File: config.mk
export PLATFORM = sky130hd
export DESIGN_NAME = task_queue_with_sleep_release_top
export DESIGN_NICKNAME = d
export VERILOG_FILES = /design/src/design/tqsr_pkg.sv /design/src/design/task_queue_with_sleep_release_top.sv /design/src/design/tqsr_ram.sv
export VERILOG_INCLUDE_DIRS = /design/src /design/src/design
export SDC_FILE = /design/constraint.sdc
export NUM_CORES = 1
export LEC_CHECK = 0
export BUFFER_PORTS_ARGS = -buffer_cell sky130_fd_sc_hd__clkbuf_2
export CORE_MARGIN = 5
export CORE_UTILIZATION = 39
export CTS_CLUSTER_SIZE = 12
export DETAILED_ROUTE_END_ITERATION = 12
export SYNTH_ARGS = -nofsm -noshare
export SYNTH_HDL_FRONTEND = slang
export SYNTH_SLANG_ARGS = --single-unit
File: constraint.sdc
create_clock -name clk -period 7.74 [get_ports clk]
set_input_delay 1.161 -clock clk [delete_from_list [all_inputs] [get_ports clk]]
set_output_delay 1.161 -clock clk [all_outputs]
set_load 0.02 [all_outputs]
File: src/design/task_queue_with_sleep_release_top_defines.svh
// Assertion macros used by the sleep queue top level.
`ifndef TASK_QUEUE_WITH_SLEEP_RELEASE_TOP_DEFINES_SVH
`define TASK_QUEUE_WITH_SLEEP_RELEASE_TOP_DEFINES_SVH

// Consequent must hold in the same cycle as the antecedent.
`define TQSR_ASSERT_NOW(lbl, ante, cons, msg) \
  lbl: assert property (@(posedge clk) disable iff (!rst_n) (ante) |-> (cons)) \
    else $error(msg);

// Consequent must hold in the cycle after the antecedent.
`define TQSR_ASSERT_NEXT(lbl, ante, cons, msg) \
  lbl: assert property (@(posedge clk) disable iff (!rst_n) (ante) |=> (cons)) \
    else $error(msg);

`endif

File: src/design/tqsr_pkg.sv
// Shared types and constants for the sleep queue with tick release.
package tqsr_pkg;

  localparam int QUEUE_DEPTH_DEF = 16;
  localparam int ID_W            = 16;
  localparam int TICKS_W         = 16;
  localparam int LEN_W           = 5;

  localparam logic [1:0] OP_PUT  = 2'd0;
  localparam logic [1:0] OP_GET  = 2'd1;
  localparam logic [1:0] OP_TICK = 2'd2;

  typedef struct packed {
    logic [1:0]         operation;
    logic [ID_W-1:0]    task_id;
    logic [TICKS_W-1:0] sleep_ticks;
  } in_item_t;

  typedef struct packed {
    logic [ID_W-1:0]  released_id;
    logic             id_valid;
    logic             last;
    logic [LEN_W-1:0] queue_length;
    logic             overflow;
  } out_item_t;

  // One queue slot as it sits in memory.
  typedef struct packed {
    logic [ID_W-1:0]    task_id;
    logic [TICKS_W-1:0] sleep;
  } slot_t;

  localparam int SLOT_W = $bits(slot_t);

endpackage

File: src/design/task_queue_with_sleep_release_top.sv
// Top level of the sleep queue: ring buffer in RAM, put/get/tick sequencer and result register.
//
// Usage:
// - Input channel (in_valid, in_ready, in_item): one operation per item, put, get or tick.
//   Items are taken one at a time; in_ready is high only while no operation is in work.
// - Result channel (out_valid, out_ready, out_item): put, get and unused codes give one
//   result; a tick gives one result per released task in queue order, or one empty result
//   when nothing is released. The final result of an item carries last = 1.
// - Put and unused codes go straight to the emit state; get first reads the head slot. The
//   result is registered from the emit state once the output register is free.
// - A tick on a held queue runs two passes: the single RAM read port visits every held slot
//   twice, once to count releases (which fixes queue_length for all of the tick's results)
//   and once to decrement and compact the survivors toward the head.
// - A result waits in the output register while out_ready is low; during a tick the compact
//   pass pauses on a released slot until the register is free, so no result is lost.
// - Reset (rst_n low, synchronous) empties the queue and drops any result in flight. Slot
//   contents are not cleared; only slots below the held count are ever read.
`include "task_queue_with_sleep_release_top_defines.svh"

module task_queue_with_sleep_release_top
  import tqsr_pkg::*;
#(
  parameter int QUEUE_DEPTH = QUEUE_DEPTH_DEF
) (
  input  logic      clk,
  input  logic      rst_n,
  input  logic      in_valid,
  output logic      in_ready,
  input  in_item_t  in_item,
  output logic      out_valid,
  input  logic      out_ready,
  output out_item_t out_item
);

  localparam int AW = (QUEUE_DEPTH > 1) ? $clog2(QUEUE_DEPTH) : 1;
  localparam int CW = $clog2(QUEUE_DEPTH + 1);
  localparam logic [CW-1:0] DEPTH_C = CW'(QUEUE_DEPTH);
  localparam logic [CW:0]   DEPTH_W = (CW + 1)'(QUEUE_DEPTH);

  localparam logic [2:0] ST_IDLE = 3'd0;
  localparam logic [2:0] ST_EMIT = 3'd1;
  localparam logic [2:0] ST_GET  = 3'd2;
  localparam logic [2:0] ST_SCAN = 3'd3;
  localparam logic [2:0] ST_COMP = 3'd4;

  logic [2:0]    state_r,   state_nxt;
  logic [AW-1:0] head_r,    head_nxt;
  logic [CW-1:0] count_r,   count_nxt;
  logic [CW-1:0] rd_idx_r,  rd_idx_nxt;
  logic [CW-1:0] keep_r,    keep_nxt;
  logic [CW-1:0] relcnt_r,  relcnt_nxt;
  logic [CW-1:0] emitted_r, emitted_nxt;
  logic [CW-1:0] new_len_r, new_len_nxt;
  out_item_t     pend_r,    pend_nxt;
  logic          out_valid_r, out_valid_nxt;
  out_item_t     out_item_r,  out_item_nxt;

  logic              ram_we, ram_re;
  logic [AW-1:0]     ram_waddr, ram_raddr;
  slot_t             ram_wslot, ram_rslot;
  logic [SLOT_W-1:0] ram_rdata;

  logic          out_free;
  logic          rel_hit;
  logic          last_entry;
  logic [CW-1:0] rel_sum;

  // Ring address: base plus offset, wrapped once at the depth.
  function automatic logic [AW-1:0] ring_add(input logic [AW-1:0] base,
                                             input logic [CW-1:0] off);
    logic [CW:0] s;
    s = {{(CW + 1 - AW){1'b0}}, base} + {1'b0, off};
    if (s >= DEPTH_W) begin
      s = s - DEPTH_W;
    end
    return s[AW-1:0];
  endfunction

  function automatic logic [LEN_W-1:0] to_len(input logic [CW-1:0] c);
    logic [CW+LEN_W-1:0] e;
    e = {{LEN_W{1'b0}}, c};
    return e[LEN_W-1:0];
  endfunction

  tqsr_ram #(
    .WIDTH (SLOT_W),
    .DEPTH (QUEUE_DEPTH)
  ) u_slots (
    .clk   (clk),
    .we    (ram_we),
    .waddr (ram_waddr),
    .wdata (ram_wslot),
    .re    (ram_re),
    .raddr (ram_raddr),
    .rdata (ram_rdata)
  );

  assign ram_rslot  = slot_t'(ram_rdata);
  assign out_free   = !out_valid_r || out_ready;
  assign rel_hit    = (ram_rslot.sleep <= TICKS_W'(1));
  assign last_entry = (rd_idx_r == count_r);
  assign rel_sum    = relcnt_r + CW'(rel_hit);
  assign in_ready   = (state_r == ST_IDLE);

  always_comb begin
    state_nxt     = state_r;
    head_nxt      = head_r;
    count_nxt     = count_r;
    rd_idx_nxt    = rd_idx_r;
    keep_nxt      = keep_r;
    relcnt_nxt    = relcnt_r;
    emitted_nxt   = emitted_r;
    new_len_nxt   = new_len_r;
    pend_nxt      = pend_r;
    out_valid_nxt = out_valid_r && !out_ready;
    out_item_nxt  = out_item_r;
    ram_we        = 1'b0;
    ram_waddr     = ring_add(head_r, keep_r);
    ram_wslot     = '{task_id: ram_rslot.task_id, sleep: ram_rslot.sleep - TICKS_W'(1)};
    ram_re        = 1'b0;
    ram_raddr     = ring_add(head_r, rd_idx_r);

    unique case (state_r)
      ST_IDLE: begin
        if (in_valid) begin
          pend_nxt = '{released_id: '0, id_valid: 1'b0, last: 1'b1,
                       queue_length: to_len(count_r), overflow: 1'b0};
          state_nxt = ST_EMIT;
          unique case (in_item.operation)
            OP_PUT: begin
              if (count_r >= DEPTH_C) begin
                pend_nxt.overflow = 1'b1;
              end else begin
                ram_we    = 1'b1;
                ram_waddr = ring_add(head_r, count_r);
                ram_wslot = '{task_id: in_item.task_id, sleep: in_item.sleep_ticks};
                count_nxt = count_r + CW'(1);
                pend_nxt.queue_length = to_len(count_r + CW'(1));
              end
            end
            OP_GET: begin
              if (count_r != '0) begin
                ram_re    = 1'b1;
                ram_raddr = head_r;
                state_nxt = ST_GET;
              end
            end
            OP_TICK: begin
              if (count_r != '0) begin
                ram_re     = 1'b1;
                ram_raddr  = head_r;
                rd_idx_nxt = CW'(1);
                relcnt_nxt = '0;
                state_nxt  = ST_SCAN;
              end
            end
            default: begin
              // Unused code: report the length, change nothing.
            end
          endcase
        end
      end

      ST_EMIT: begin
        if (out_free) begin
          out_valid_nxt = 1'b1;
          out_item_nxt  = pend_r;
          state_nxt     = ST_IDLE;
        end
      end

      ST_GET: begin
        pend_nxt = '{released_id: ram_rslot.task_id, id_valid: 1'b1, last: 1'b1,
                     queue_length: to_len(count_r - CW'(1)), overflow: 1'b0};
        head_nxt  = ring_add(head_r, CW'(1));
        count_nxt = count_r - CW'(1);
        state_nxt = ST_EMIT;
      end

      ST_SCAN: begin
        // First pass only counts releases, so every result of the tick knows the final length.
        relcnt_nxt = rel_sum;
        ram_re     = 1'b1;
        if (last_entry) begin
          new_len_nxt = count_r - rel_sum;
          ram_raddr   = head_r;
          rd_idx_nxt  = CW'(1);
          keep_nxt    = '0;
          emitted_nxt = '0;
          state_nxt   = ST_COMP;
        end else begin
          rd_idx_nxt = rd_idx_r + CW'(1);
        end
      end

      ST_COMP: begin
        // A released slot waits here until the output register can take it; the read data
        // holds because no new read is issued while stalled.
        if (!rel_hit || out_free) begin
          if (rel_hit) begin
            out_valid_nxt = 1'b1;
            out_item_nxt  = '{released_id: ram_rslot.task_id, id_valid: 1'b1,
                              last: (emitted_r + CW'(1) == relcnt_r),
                              queue_length: to_len(new_len_r), overflow: 1'b0};
            emitted_nxt   = emitted_r + CW'(1);
          end else begin
            ram_we   = 1'b1;
            keep_nxt = keep_r + CW'(1);
          end
          if (last_entry) begin
            count_nxt = new_len_r;
            if (relcnt_r == '0) begin
              pend_nxt = '{released_id: '0, id_valid: 1'b0, last: 1'b1,
                           queue_length: to_len(new_len_r), overflow: 1'b0};
              state_nxt = ST_EMIT;
            end else begin
              state_nxt = ST_IDLE;
            end
          end else begin
            ram_re     = 1'b1;
            rd_idx_nxt = rd_idx_r + CW'(1);
          end
        end
      end

      default: begin
        state_nxt = ST_IDLE;
      end
    endcase
  end

  always_ff @(posedge clk) begin
    if (!rst_n) begin
      state_r     <= ST_IDLE;
      head_r      <= '0;
      count_r     <= '0;
      out_valid_r <= 1'b0;
    end else begin
      state_r     <= state_nxt;
      head_r      <= head_nxt;
      count_r     <= count_nxt;
      out_valid_r <= out_valid_nxt;
    end
    rd_idx_r   <= rd_idx_nxt;
    keep_r     <= keep_nxt;
    relcnt_r   <= relcnt_nxt;
    emitted_r  <= emitted_nxt;
    new_len_r  <= new_len_nxt;
    pend_r     <= pend_nxt;
    out_item_r <= out_item_nxt;
  end

  assign out_valid = out_valid_r;
  assign out_item  = out_item_r;

  `TQSR_ASSERT_NOW(a_count_bound, 1'b1, count_r <= DEPTH_C, "held count exceeds queue depth")
  `TQSR_ASSERT_NOW(a_no_rw_overlap, ram_we && ram_re && (state_r == ST_COMP),
    ram_waddr != ram_raddr, "compaction write hits the slot being read")
  `TQSR_ASSERT_NOW(a_emit_bound, state_r == ST_COMP, emitted_r < relcnt_r
    || (emitted_r == relcnt_r && !(rel_hit)), "more releases than counted")
  `TQSR_ASSERT_NEXT(a_comp_length, (state_r == ST_COMP) && (state_nxt != ST_COMP),
    count_r == keep_r, "survivor count differs from counted length")

endmodule

File: src/design/tqsr_ram.sv
// Generic simple dual-port RAM with one write port and a registered read port.
module tqsr_ram #(
  parameter int WIDTH = 32,
  parameter int DEPTH = 16,
  localparam int AW   = (DEPTH > 1) ? $clog2(DEPTH) : 1
) (
  input  logic             clk,
  input  logic             we,
  input  logic [AW-1:0]    waddr,
  input  logic [WIDTH-1:0] wdata,
  input  logic             re,
  input  logic [AW-1:0]    raddr,
  output logic [WIDTH-1:0] rdata
);

  logic [WIDTH-1:0] mem [DEPTH];
  logic [WIDTH-1:0] rdata_r;

  always_ff @(posedge clk) begin
    if (we) begin
      mem[waddr] <= wdata;
    end
    if (re) begin
      rdata_r <= mem[raddr];
    end
  end

  assign rdata = rdata_r;

endmodule
-- Word level (Yosys, flattened, before mapping)
Memory sizes are Yosys's and may differ from the RTL's. A register that Yosys moved wholly into a read port is not among the register bits.
Cells that the tools add are included.
- logic and storage cells: 167
- ROM bits: 0
- register bits: 86
- bits in writable memories: 512
- bits in latches: 0
- memories: 1
- memories (name ; depth ; bits a word ; rd ports ; clocked after memory_dff ; wr ports ; RTL line ; RTL):
    u_slots.mem ; 16 ; 32 ; 1 ; 1 ; 1 ; tqsr_ram.sv:16 ; logic [WIDTH-1:0] mem [DEPTH];
- eq/ne operators: 20
- shift operators: 0
- mux-type cells: 80
- $lt $le $gt $ge: 6
- reductions and logical operators: 25
- $add $sub $neg: 16
- div/mod/pow operators: 0
- bitwise logic cells: 0
- $mul: 0
- operators by type and width (cell ; count):
    2-to-1 mux 24 bit ; 7
    2-to-1 mux 32 bit ; 4
    2-to-1 mux 5 bit ; 19
    case mux 24 bit (3 select lines) ; 1
    2-to-1 mux 4 bit ; 12
    case mux 24 bit (2 select lines) ; 1
    case mux 5 bit (2 select lines) ; 3
    case mux 5 bit (3 select lines) ; 2
    adder 5 x 1 -> 5 bit, second input constant ; 4
    adder 4 x 5 -> 6 bit ; 3
    >= comparator 6 x 5 -> 1 bit, second input constant ; 3
    != test 2 bit, second input constant ; 9
    2-to-1 mux 1 bit ; 17
    <= comparator 16 x 1 -> 1 bit, second input constant ; 1
    AND reduction 4 bit ; 4
    subtractor 16 x 1 -> 16 bit, second input constant ; 1
    subtractor 4 x 1 -> 4 bit, second input constant ; 4
    2-to-1 mux 3 bit ; 5
    case mux 3 bit (5 select lines) ; 1
    AND reduction 5 bit ; 3
    equality test 5 bit ; 2
    >= comparator 5 bit, second input constant ; 2
    case mux 4 bit (2 select lines) ; 1
    equality test 3 x 2 -> 1 bit, second input constant ; 2
    other kinds (26) ; 36

-- Depth between registers and ports, before layout
Gate-level depths: netlist of the first run.
- word-level depth: 7
- gate-level depth with buffers: 13
- gate-level depth less buffers: 11

-- Hierarchy
Synthesis of the first run repeated with hierarchy kept, for this count alone.
- cells, all modules: 1401
- area, all modules: 25592.0 µm²
- by module, submodules not included (module ; area each (µm²) ; instances ; cells an instance ; seq. area each (µm²)):
    tqsr_ram ; 20155.6 ; 1 ; 838 ; 16335.7
    task_queue_with_sleep_release_top ; 5436.5 ; 1 ; 563 ; 2392.3

-- Least setup slack after synthesis of the first run
No wires, ideal clock.
- path kind: input -> register
- start point: input in_item[32] (netlist bit)
- end point: memory u_slots.mem[5][0], enable pin
- data arrival time: 3.985 ns
- stages on the path: 8
- path buffers: 0
- setup slack: 3.334 ns
- library setup time: 0.421 ns
- data required time: 7.319 ns
- path through: inv_1 > ha_1 > nor2b_1 > nand3_1 > mux2i_1 > xor2_1 > nand2_1 > nor2_1
- word-level cells in the longest chain between the ends: 6
- elaborated cells on any way between the ends: 9
- those cells by class: mux: 8; reduce/logical: 1
- ends and longest elaborated chain (what ; RTL line ; RTL):
    from (decl) ; task_queue_with_sleep_release_top.sv:29 ; input in_item_t in_item,
    zero test 2 bit (*) ; task_queue_with_sleep_release_top.sv:129 ; unique case (in_item.operation)
    2-to-1 mux 1 bit ; task_queue_with_sleep_release_top.sv:129 ;
    2-to-1 mux 1 bit ; task_queue_with_sleep_release_top.sv:125 ; if (in_valid) begin
    case mux 1 bit (2 select lines) ; task_queue_with_sleep_release_top.sv:123 ; unique case (state_r)
    2-to-1 mux 1 bit ; tqsr_ram.sv:20 ; if (we) begin
    2-to-1 mux 1 bit (not written as such) ; tqsr_ram.sv:21 ; mem[waddr] <= wdata;
    to (decl) ; tqsr_ram.sv:16 ;
Mark *: on every way between the ends. The rest lies on a longest branch, timed or not.

-- Final worst setup path of the first run
- start point: register count_r[1]
- end point: register u_slots.rdata_r[19] (netlist: u_slots.rdata[19]) (read register of u_slots.mem), data pin
- word-level cells in the longest chain between the ends: 5
- elaborated cells on any way between the ends: 13
- those cells by class: eq/ne: 1; mux: 11; reduce/logical: 1
- ends and longest elaborated chain (what ; RTL line ; RTL):
    from (decl) ; task_queue_with_sleep_release_top.sv:48 ; logic [CW-1:0] count_r, count_nxt;
    from (signal assigned) ; task_queue_with_sleep_release_top.sv:241 ; count_r <= count_nxt;
    nonzero test 5 bit ; task_queue_with_sleep_release_top.sv:142, task_queue_with_sleep_release_top.sv:149 ;
    2-to-1 mux 1 bit or 2-to-1 mux 4 bit (tied branches) ; task_queue_with_sleep_release_top.sv:142, task_queue_with_sleep_release_top.sv:149 ;
    2-to-1 mux 1 bit or 2-to-1 mux 4 bit (tied branches) ; - ;
    2-to-1 mux 1 bit or 2-to-1 mux 4 bit (tied branches) ; task_queue_with_sleep_release_top.sv:125 ;
    case mux 1 bit (3 select lines) or case mux 4 bit (2 select lines) (tied branches) ; task_queue_with_sleep_release_top.sv:123 ;
    to (decl) ; tqsr_ram.sv:17 ; logic [WIDTH-1:0] rdata_r;
Several ways; a longest one is shown, not always the timed one.
A chain may end at the register's enable or synchronous reset.

==> summary.txt, run 1 <==
Cells and area
  • Fraction of layout cells with a size suffix above 1: roughly 15%
  • N_diodes: 0
  • Post-Layout Inst Area: 0.0307 mm^2
  • Layout Nets: approximately 2.0k
  • Area Growth Syn to Fin: 13.4%

Routing
  • Final ANT Viol Nets: 0
  • Routed WL per cell: around 25 um
  • Via count of the routed design: roughly 17k
  • DRT Wirelength: 73300 um
  • Post-route DRC: 0
  • Post-DR vias/cell: ~5.8
  • DR pass1 iterations: 5
  • Initial DRC Count: roughly 1.9k

Synth
  • Post-Syn Nets: just under 2k
  • Synth area leaders: edfxtp_1, o211ai_1, mux4_2
  • Syn. warnings: 0
  • Flops & latches, synth: about 630
  • Avg Inst Size Synth: between 10 and 15 um^2
  • Synth Cell Area: 0.0271 mm^2
  • Number of enable flip-flop cells after synthesis: 615
  • Largest family of logic cells by synthesized area: compound AO/OA/AOI/OAI gates
  • Simple-Gate Fraction of Synth Area: a little under 6%
  • Mux cell area share after synthesis: under 10%
  • Yosys top cell by area: edfxtp_1
  • Share of the synthesized area in the top cell type: about two thirds
  • Commonest cells in the netlist: edfxtp_1, o211ai_1, nand2_1, inv_1, clkbuf_1
  • Syn Inst Count: 1876
  • Synth Area in Adders: 1.50%
  • Count of cell types in the netlist: 55
  • Most common cell in the netlist: edfxtp_1
  • Main synth FF type: edfxtp_1
  • Fraction of the yosys area taken by sequential cells: between 60 and 70%
  • Async SR Flop Fraction: 0%
  • Post-Synth XOR/XNOR Area: 1.75%
  • Compound-Gate Fraction of Synth Area: about 12%

Clock network
  • CTS clk-pin slew, worst paths: 0.06 ns
  • Num CTS Buffers: about 70
  • Clock sinks: around 630
  • Post_cts resized: 0
  • CTS tree: yes
  • Clock buffer depth: 3
  • Root Buffer: clkbuf_16
  • Buffers inserted during post-CTS setup optimization: 0
  • Worst skew pair latency: 0.60 ns
  • Hold-fix buffers at CTS: 0
  • H-tree depth: 3

Outcome
  • Run status: finished clean

Floorplan
  • Io pins: 64
  • Height of the chip: approximately 270 um
  • Starting Density: 39.4%
  • Site row count: 96
  • Die width: 274 um
  • Die area: about 0.075 mm^2
  • Core Area: slightly below 0.07 mm^2

Pwr
  • Leak: 10.2 nW
  • VDD IR max: between 100 and 150 uV
  • Cell Pwr Density: about 250 mW/mm^2

Timing
  • Fmax: 210 MHz
  • Final Max Tran Viols: 0
  • Worst hold slack: a little over 0.5 ns
  • Worst slew margin: about an eighth
  • Final hold vios: 0
  • Total Neg Setup Slack: 0 ns
  • Final Skew: 0.0232 ns
  • Setup-failing EPs final: 0
  • Crit share post-route: 61.4%
  • Unrepaired setup endpoints after global routing: false
  • Slew @ Worst Pin: around 1.3 ns
  • Min cycle time layout: about 4.8 ns

Place
  • DP Area: ~0.029 mm^2
  • Final RePlAce weighted congestion: 0.781
  • PortBufs: between 60 and 70
  • DP HPWL: about 37000 um

Global route
  • Initial antenna violation count: 2
  • Vias in the first global route: ~17k
  • First-pass GRT wire length: between 100000 and 150000 um
  • Total grt overflow: 0
  • Largest net degree at the start of global routing: about 130
  • Total Routing Usage GR: 19.3%

Hold path
  • Min-Delay Path Class: flop to flop

Flow run
  • MaxCap Viol Count: 0

Worst setup path
  • Critical path type: flop to flop
  • Worst-path fanout max: 55
  • Register-to-register setup slack: 2.99 ns
  • CP startpoint kind: flop
  • CP Capture Type: flop
  • Worst path required time: around 8 ns
  • Arr. time, crit path: about 5 ns
==> critical path: stages (launching register included) <==
cell	delay, ns
dfxtp_1	0.53
inv_1	0.17
ha_1	0.21
or4b_4	0.53
and3_1	0.28
a21oi_4	0.24
buf_4	0.65
o21a_4	0.59
buf_4	0.59
mux4_2	0.40
o21ai_0	0.10
nand4_1	0.12
==> report_power, final <==
group | internal [W] | switching [W]
sequential | 0.00388 | 0.0000478
clock | 0.00172 | 0.00130
combinational | 0.000232 | 0.000494
==> worst paths after layout <==
kind                                               from                           to  depth (start not counted)
worst min-delay path                pend_r[7]$_DFFE_PP_    out_item[7]$_SDFFCE_PP1P_                          1
worst min register to register      pend_r[7]$_DFFE_PP_    out_item[7]$_SDFFCE_PP1P_                          1
worst max register to register  count_r[1]$_SDFFE_PN0P_  u_slots.rdata[19]$_DFFE_PP_                         11
worst max-delay path            count_r[1]$_SDFFE_PN0P_  u_slots.rdata[19]$_DFFE_PP_                         11
==> cells in the final DEF, fill, tap and decap left out, types with 22 or more instances in the layout <==
cell	count
o211ai_1	323
nand4_1	35
nor2_1	43
nand2_1	152
o21ai_0	89
buf_4	48
inv_1	147
clkbuf_16	71
edfxtp_1	615
mux4_2	64
clkbuf_2	63
and3_1	22
xnor2_1	34
ha_1	26
==> area by class of cell <==
cell class	instances	area, um^2
Timing Repair Buffer	113	716
Clock buffer	90	1860
Sequential cell	628	18700
Inverter	147	552
Fill cell	6094	38000
Tap cell	931	1160
Clock inverter	30	190
Multi-Input combinational cell	968	7510
==> state kept, by name (all words and copies together) (netlist names), 4 cells and up <==
register and flops:
rd_idx_r 5, keep_r 4, head_r 4, emitted_r 5
new_len_r 5, count_r 5, u_slots.mem 512, u_slots.rdata 32
pend_r 23, relcnt_r 5, out_item 24
==> kinds of logic after synthesis <==
family                     Yosys count
AOI/OAI and AO/OA                  472
DFF                                628
buffers and inverters              280
and+or+nand+nor                    342
muxes                               70
xor gates and xnor gates            54
adders and majority gates           30
==> per-layer routing <==
metal	global-route usage, %	vias up	share of wire, %	wire [um]
met3	3.95	161	8.2	6000
met2	32.1	751	48	35400
met1	25.6	8584	41	29900
li1	-	7378	-	-
met5	0	-	0.016	12
met4	5.97	2	2.7	1960
==> per-stage QoR <==
stage               cells  power [W]  setup WS [ns]  util, %
floorplan            1876    0.00447           3.33        -
global placement     2787    0.00471           2.60     41.7
detailed placement   2787    0.00472           2.60     41.7
CTS                  2907    0.00774           3.07     44.7
global route         2907    0.00795           2.82     44.7
finish               2907    0.00768           2.99     44.7
No activity file was read; power rests on OpenSTA's default activity.
==> run 2, diff against run 1 <==
clock period = 4.1 ns   (was 7.74 ns; I/O delays follow)
==> summary.txt, run 2 (same netlist as run 1, synthesis figures left out) <==
Timing
  • Crit share post-route: 96.4% (was 61.4%)
  • Final Skew: 0.0181 ns (was 0.0232 ns)
  • Min cycle time layout: 3.95 ns (was 4.75 ns)
  • Unrepaired setup endpoints after global routing: false (unchanged)
  • Fmax: 253 MHz (was 210 MHz)
  • Final Max Tran Viols: 0 (unchanged)
  • Setup-failing EPs final: 0 (unchanged)
  • Final hold vios: 0 (unchanged)
  • Worst slew margin: 17.5% (was 12.3%)
  • Slew @ Worst Pin: 1.23 ns (was 1.31 ns)
  • Total Neg Setup Slack: 0 ns (unchanged)
  • Final WS setup: 0.147 ns (was 2.99 ns)

Worst setup path
  • Reg2Reg Depth: 10 (was 11)
  • Worst path required time: 4.41 ns (was 8.05 ns)
  • Register-to-register setup slack: 0.15 ns (was 2.99 ns)
  • CP Capture Type: flop (unchanged)
  • RR Endpoint: u_slots.mem[0][10]$_DFFE_PP_ (was u_slots.rdata[19]$_DFFE_PP_)
  • Critical path type: flop to flop (unchanged)
  • RR Startpoint: u_slots.rdata[10]$_DFFE_PP_ (was count_r[1]$_SDFFE_PN0P_)
  • CP most frequent cell: buf_4 (unchanged)
  • Crit-path cells: or4_1, or4_1, buf_4, nor2_1, buf_4, or3_1, nand2_1, a31oi_1, nor2_4, buf_4 (was inv_1, ha_1, or4b_4, and3_1, a21oi_4, buf_4, o21a_4, buf_4, mux4_2, o21ai_0, nand4_1)
  • CP startpoint kind: flop (unchanged)
  • Critical-path top delay cell: a31oi_1 (was buf_4)
  • Arr. time, crit path: 4.27 ns (was 5.06 ns)
  • Max incr delay on CP: 0.73 ns (was 0.65 ns)
  • Worst-path fanout max: 19 (was 55)

Clock network
  • Num CTS Buffers: 68 (was 69)
  • CTS tree: yes (unchanged)
  • CTS clk-pin slew, worst paths: 0.06 ns (about the same)
  • Root Buffer: clkbuf_16 (unchanged)
  • Clock buffer depth: 3 (unchanged)
  • H-tree depth: 3 (unchanged)
  • Post_cts resized: 0 (unchanged)
  • Buffers inserted during post-CTS setup optimization: 0 (unchanged)
  • Hold-fix buffers at CTS: 0 (unchanged)
  • Worst skew pair latency: 0.59 ns (was 0.60 ns)
  • Clock sinks: 628 (unchanged)

Pwr
  • Leak: 10.4 nW (was 10.2 nW)
  • Cell Pwr Density: 465 mW/mm^2 (was 250 mW/mm^2)
  • VDD IR max: 222 uV (was 131 uV)

Place
  • Place WS: 0.130 ns (was 2.60 ns)
  • PortBufs: 63 (unchanged)
  • DP HPWL: 41700 um (was 37100 um)
  • Final RePlAce weighted congestion: 0.833 (was 0.781)

Routing
  • Final ANT Viol Nets: 0 (unchanged)
  • DRT Wirelength: 72600 um (was 73300 um)
  • Initial DRC Count: 1906 (was 1910)
  • DR pass1 iterations: 5 (unchanged)
  • Routed WL per cell: 24.7 um (was 25.2 um)
  • Post-route DRC: 0 (unchanged)
  • Post-DR vias/cell: 5.79 (was 5.81)
  • Via count of the routed design: 17.0k (was 16.9k)

Floorplan
  • Io pins: 64 (unchanged)
  • Die area: 0.0749 mm^2 (unchanged)
  • Die width: 274 um (unchanged)
  • Starting Density: 39.4% (unchanged)
  • Site row count: 96 (unchanged)
  • Core Area: 0.0687 mm^2 (unchanged)
  • Height of the chip: 274 um (unchanged)

Outcome
  • Run status: finished clean (unchanged)

Hold path
  • Hold path cells: 3 (was 1)
  • Min-Delay Path Class: primary input to flop (was flop to flop)
  • Worst hold endpoint: out_valid$_SDFF_PN0_ (was out_item[7]$_SDFFCE_PP1P_)
  • Hold Startpoint: out_ready (was pend_r[7]$_DFFE_PP_)

Cells and area
  • Top reg by flops: u_slots.mem (unchanged)
  • Most frequent cells in the layout: edfxtp_1, o211ai_1, nand2_1 (unchanged)
  • Max reg flops: 512 (unchanged)
  • Commonest non-fill, non-tap cell in the layout: edfxtp_1 (unchanged)
  • Fraction of layout cells with a size suffix above 1: 17.0% (was 15.1%)
  • Layout Nets: 2043 (was 1995)
  • Area Growth Syn to Fin: 15.0% (was 13.4%)
  • N_diodes: 0 (unchanged)

Global route
  • Total Routing Usage GR: 19.2% (was 19.3%)
  • Total grt overflow: 0 (unchanged)
  • Initial antenna violation count: 1 (was 2)
  • First-pass GRT wire length: 109000 um (about the same)
  • Vias in the first global route: 17.1k (was 17.0k)
  • Largest net degree at the start of global routing: 129 (unchanged)

Flow run
  • MaxCap Viol Count: 0 (unchanged)
## run 2: per-stage QoR
stage,cell area (um^2),utilization [%],cells,power (W),hold WS (ns)
after floorplan,27100,-,1876,0.00843,0.477
after global placement,29200,42.5,2836,0.00901,0.492
after detailed placement,29200,42.5,2836,0.00904,0.492
after CTS,31200,45.4,2943,0.0146,0.357
after global routing,31200,45.4,2943,0.0150,0.390
final,31200,45.4,2943,0.0145,0.384
## run 2: metal layers
| layer | vias up | track usage, % | part of all wire (%) |
|---|---|---|---|
| met4 | 0 | 5.31 | 2.8 |
| met1 | 8654 | 26.8 | 42 |
| li1 | 7481 | - | - |
| met2 | 753 | 30.7 | 47 |
| met3 | 140 | 3.94 | 7.7 |
| met5 | - | 0 | 0 |
## run 2: power by group
group	internal, W	total, W	switching [W]
logic	0.000517	0.00150	0.000984
registers	0.00732	0.00740	0.0000723
clock network	0.00320	0.00559	0.00239
## run 2: worst max-delay path by stage
stage	start	end	slack [ns]	cells after the start
6_report	u_slots.rdata[10]$_DFFE_PP_	u_slots.mem[0][10]$_DFFE_PP_	0.15	10
5_1_grt	u_slots.rdata[10]$_DFFE_PP_	u_slots.mem[0][7]$_DFFE_PP_	0.05	10
2_1_floorplan	state_r[2]$_SDFFE_PN0P_	u_slots.mem[5][0]$_DFFE_PP_	0.21	7
3_3_place_gp	in_item[32]	u_slots.mem[10][29]$_DFFE_PP_	0.24	10
4_1_cts	u_slots.rdata[10]$_DFFE_PP_	u_slots.mem[0][10]$_DFFE_PP_	0.19	10
3_5_place_dp	in_item[32]	u_slots.mem[10][22]$_DFFE_PP_	0.13	10
## run 2: final cells by class
| class | count | area, um^2 |
|---|---|---|
| Clock inverter | 19 | 151 |
| Fill cell | 6040 | 37500 |
| Clock buffer | 88 | 1800 |
| Multi-Input combinational cell | 968 | 7510 |
| Inverter | 147 | 552 |
| Tap cell | 931 | 1160 |
| Timing Repair Buffer | 162 | 1270 |
| Sequential cell | 628 | 18700 |
## run 2: critical path, delay by kind of cell, from the launching register on
family	cells	cell delay (ns)
simple gates	6	1.80
flops	1	0.44
buf+inv	3	0.70
compound gates	1	0.73
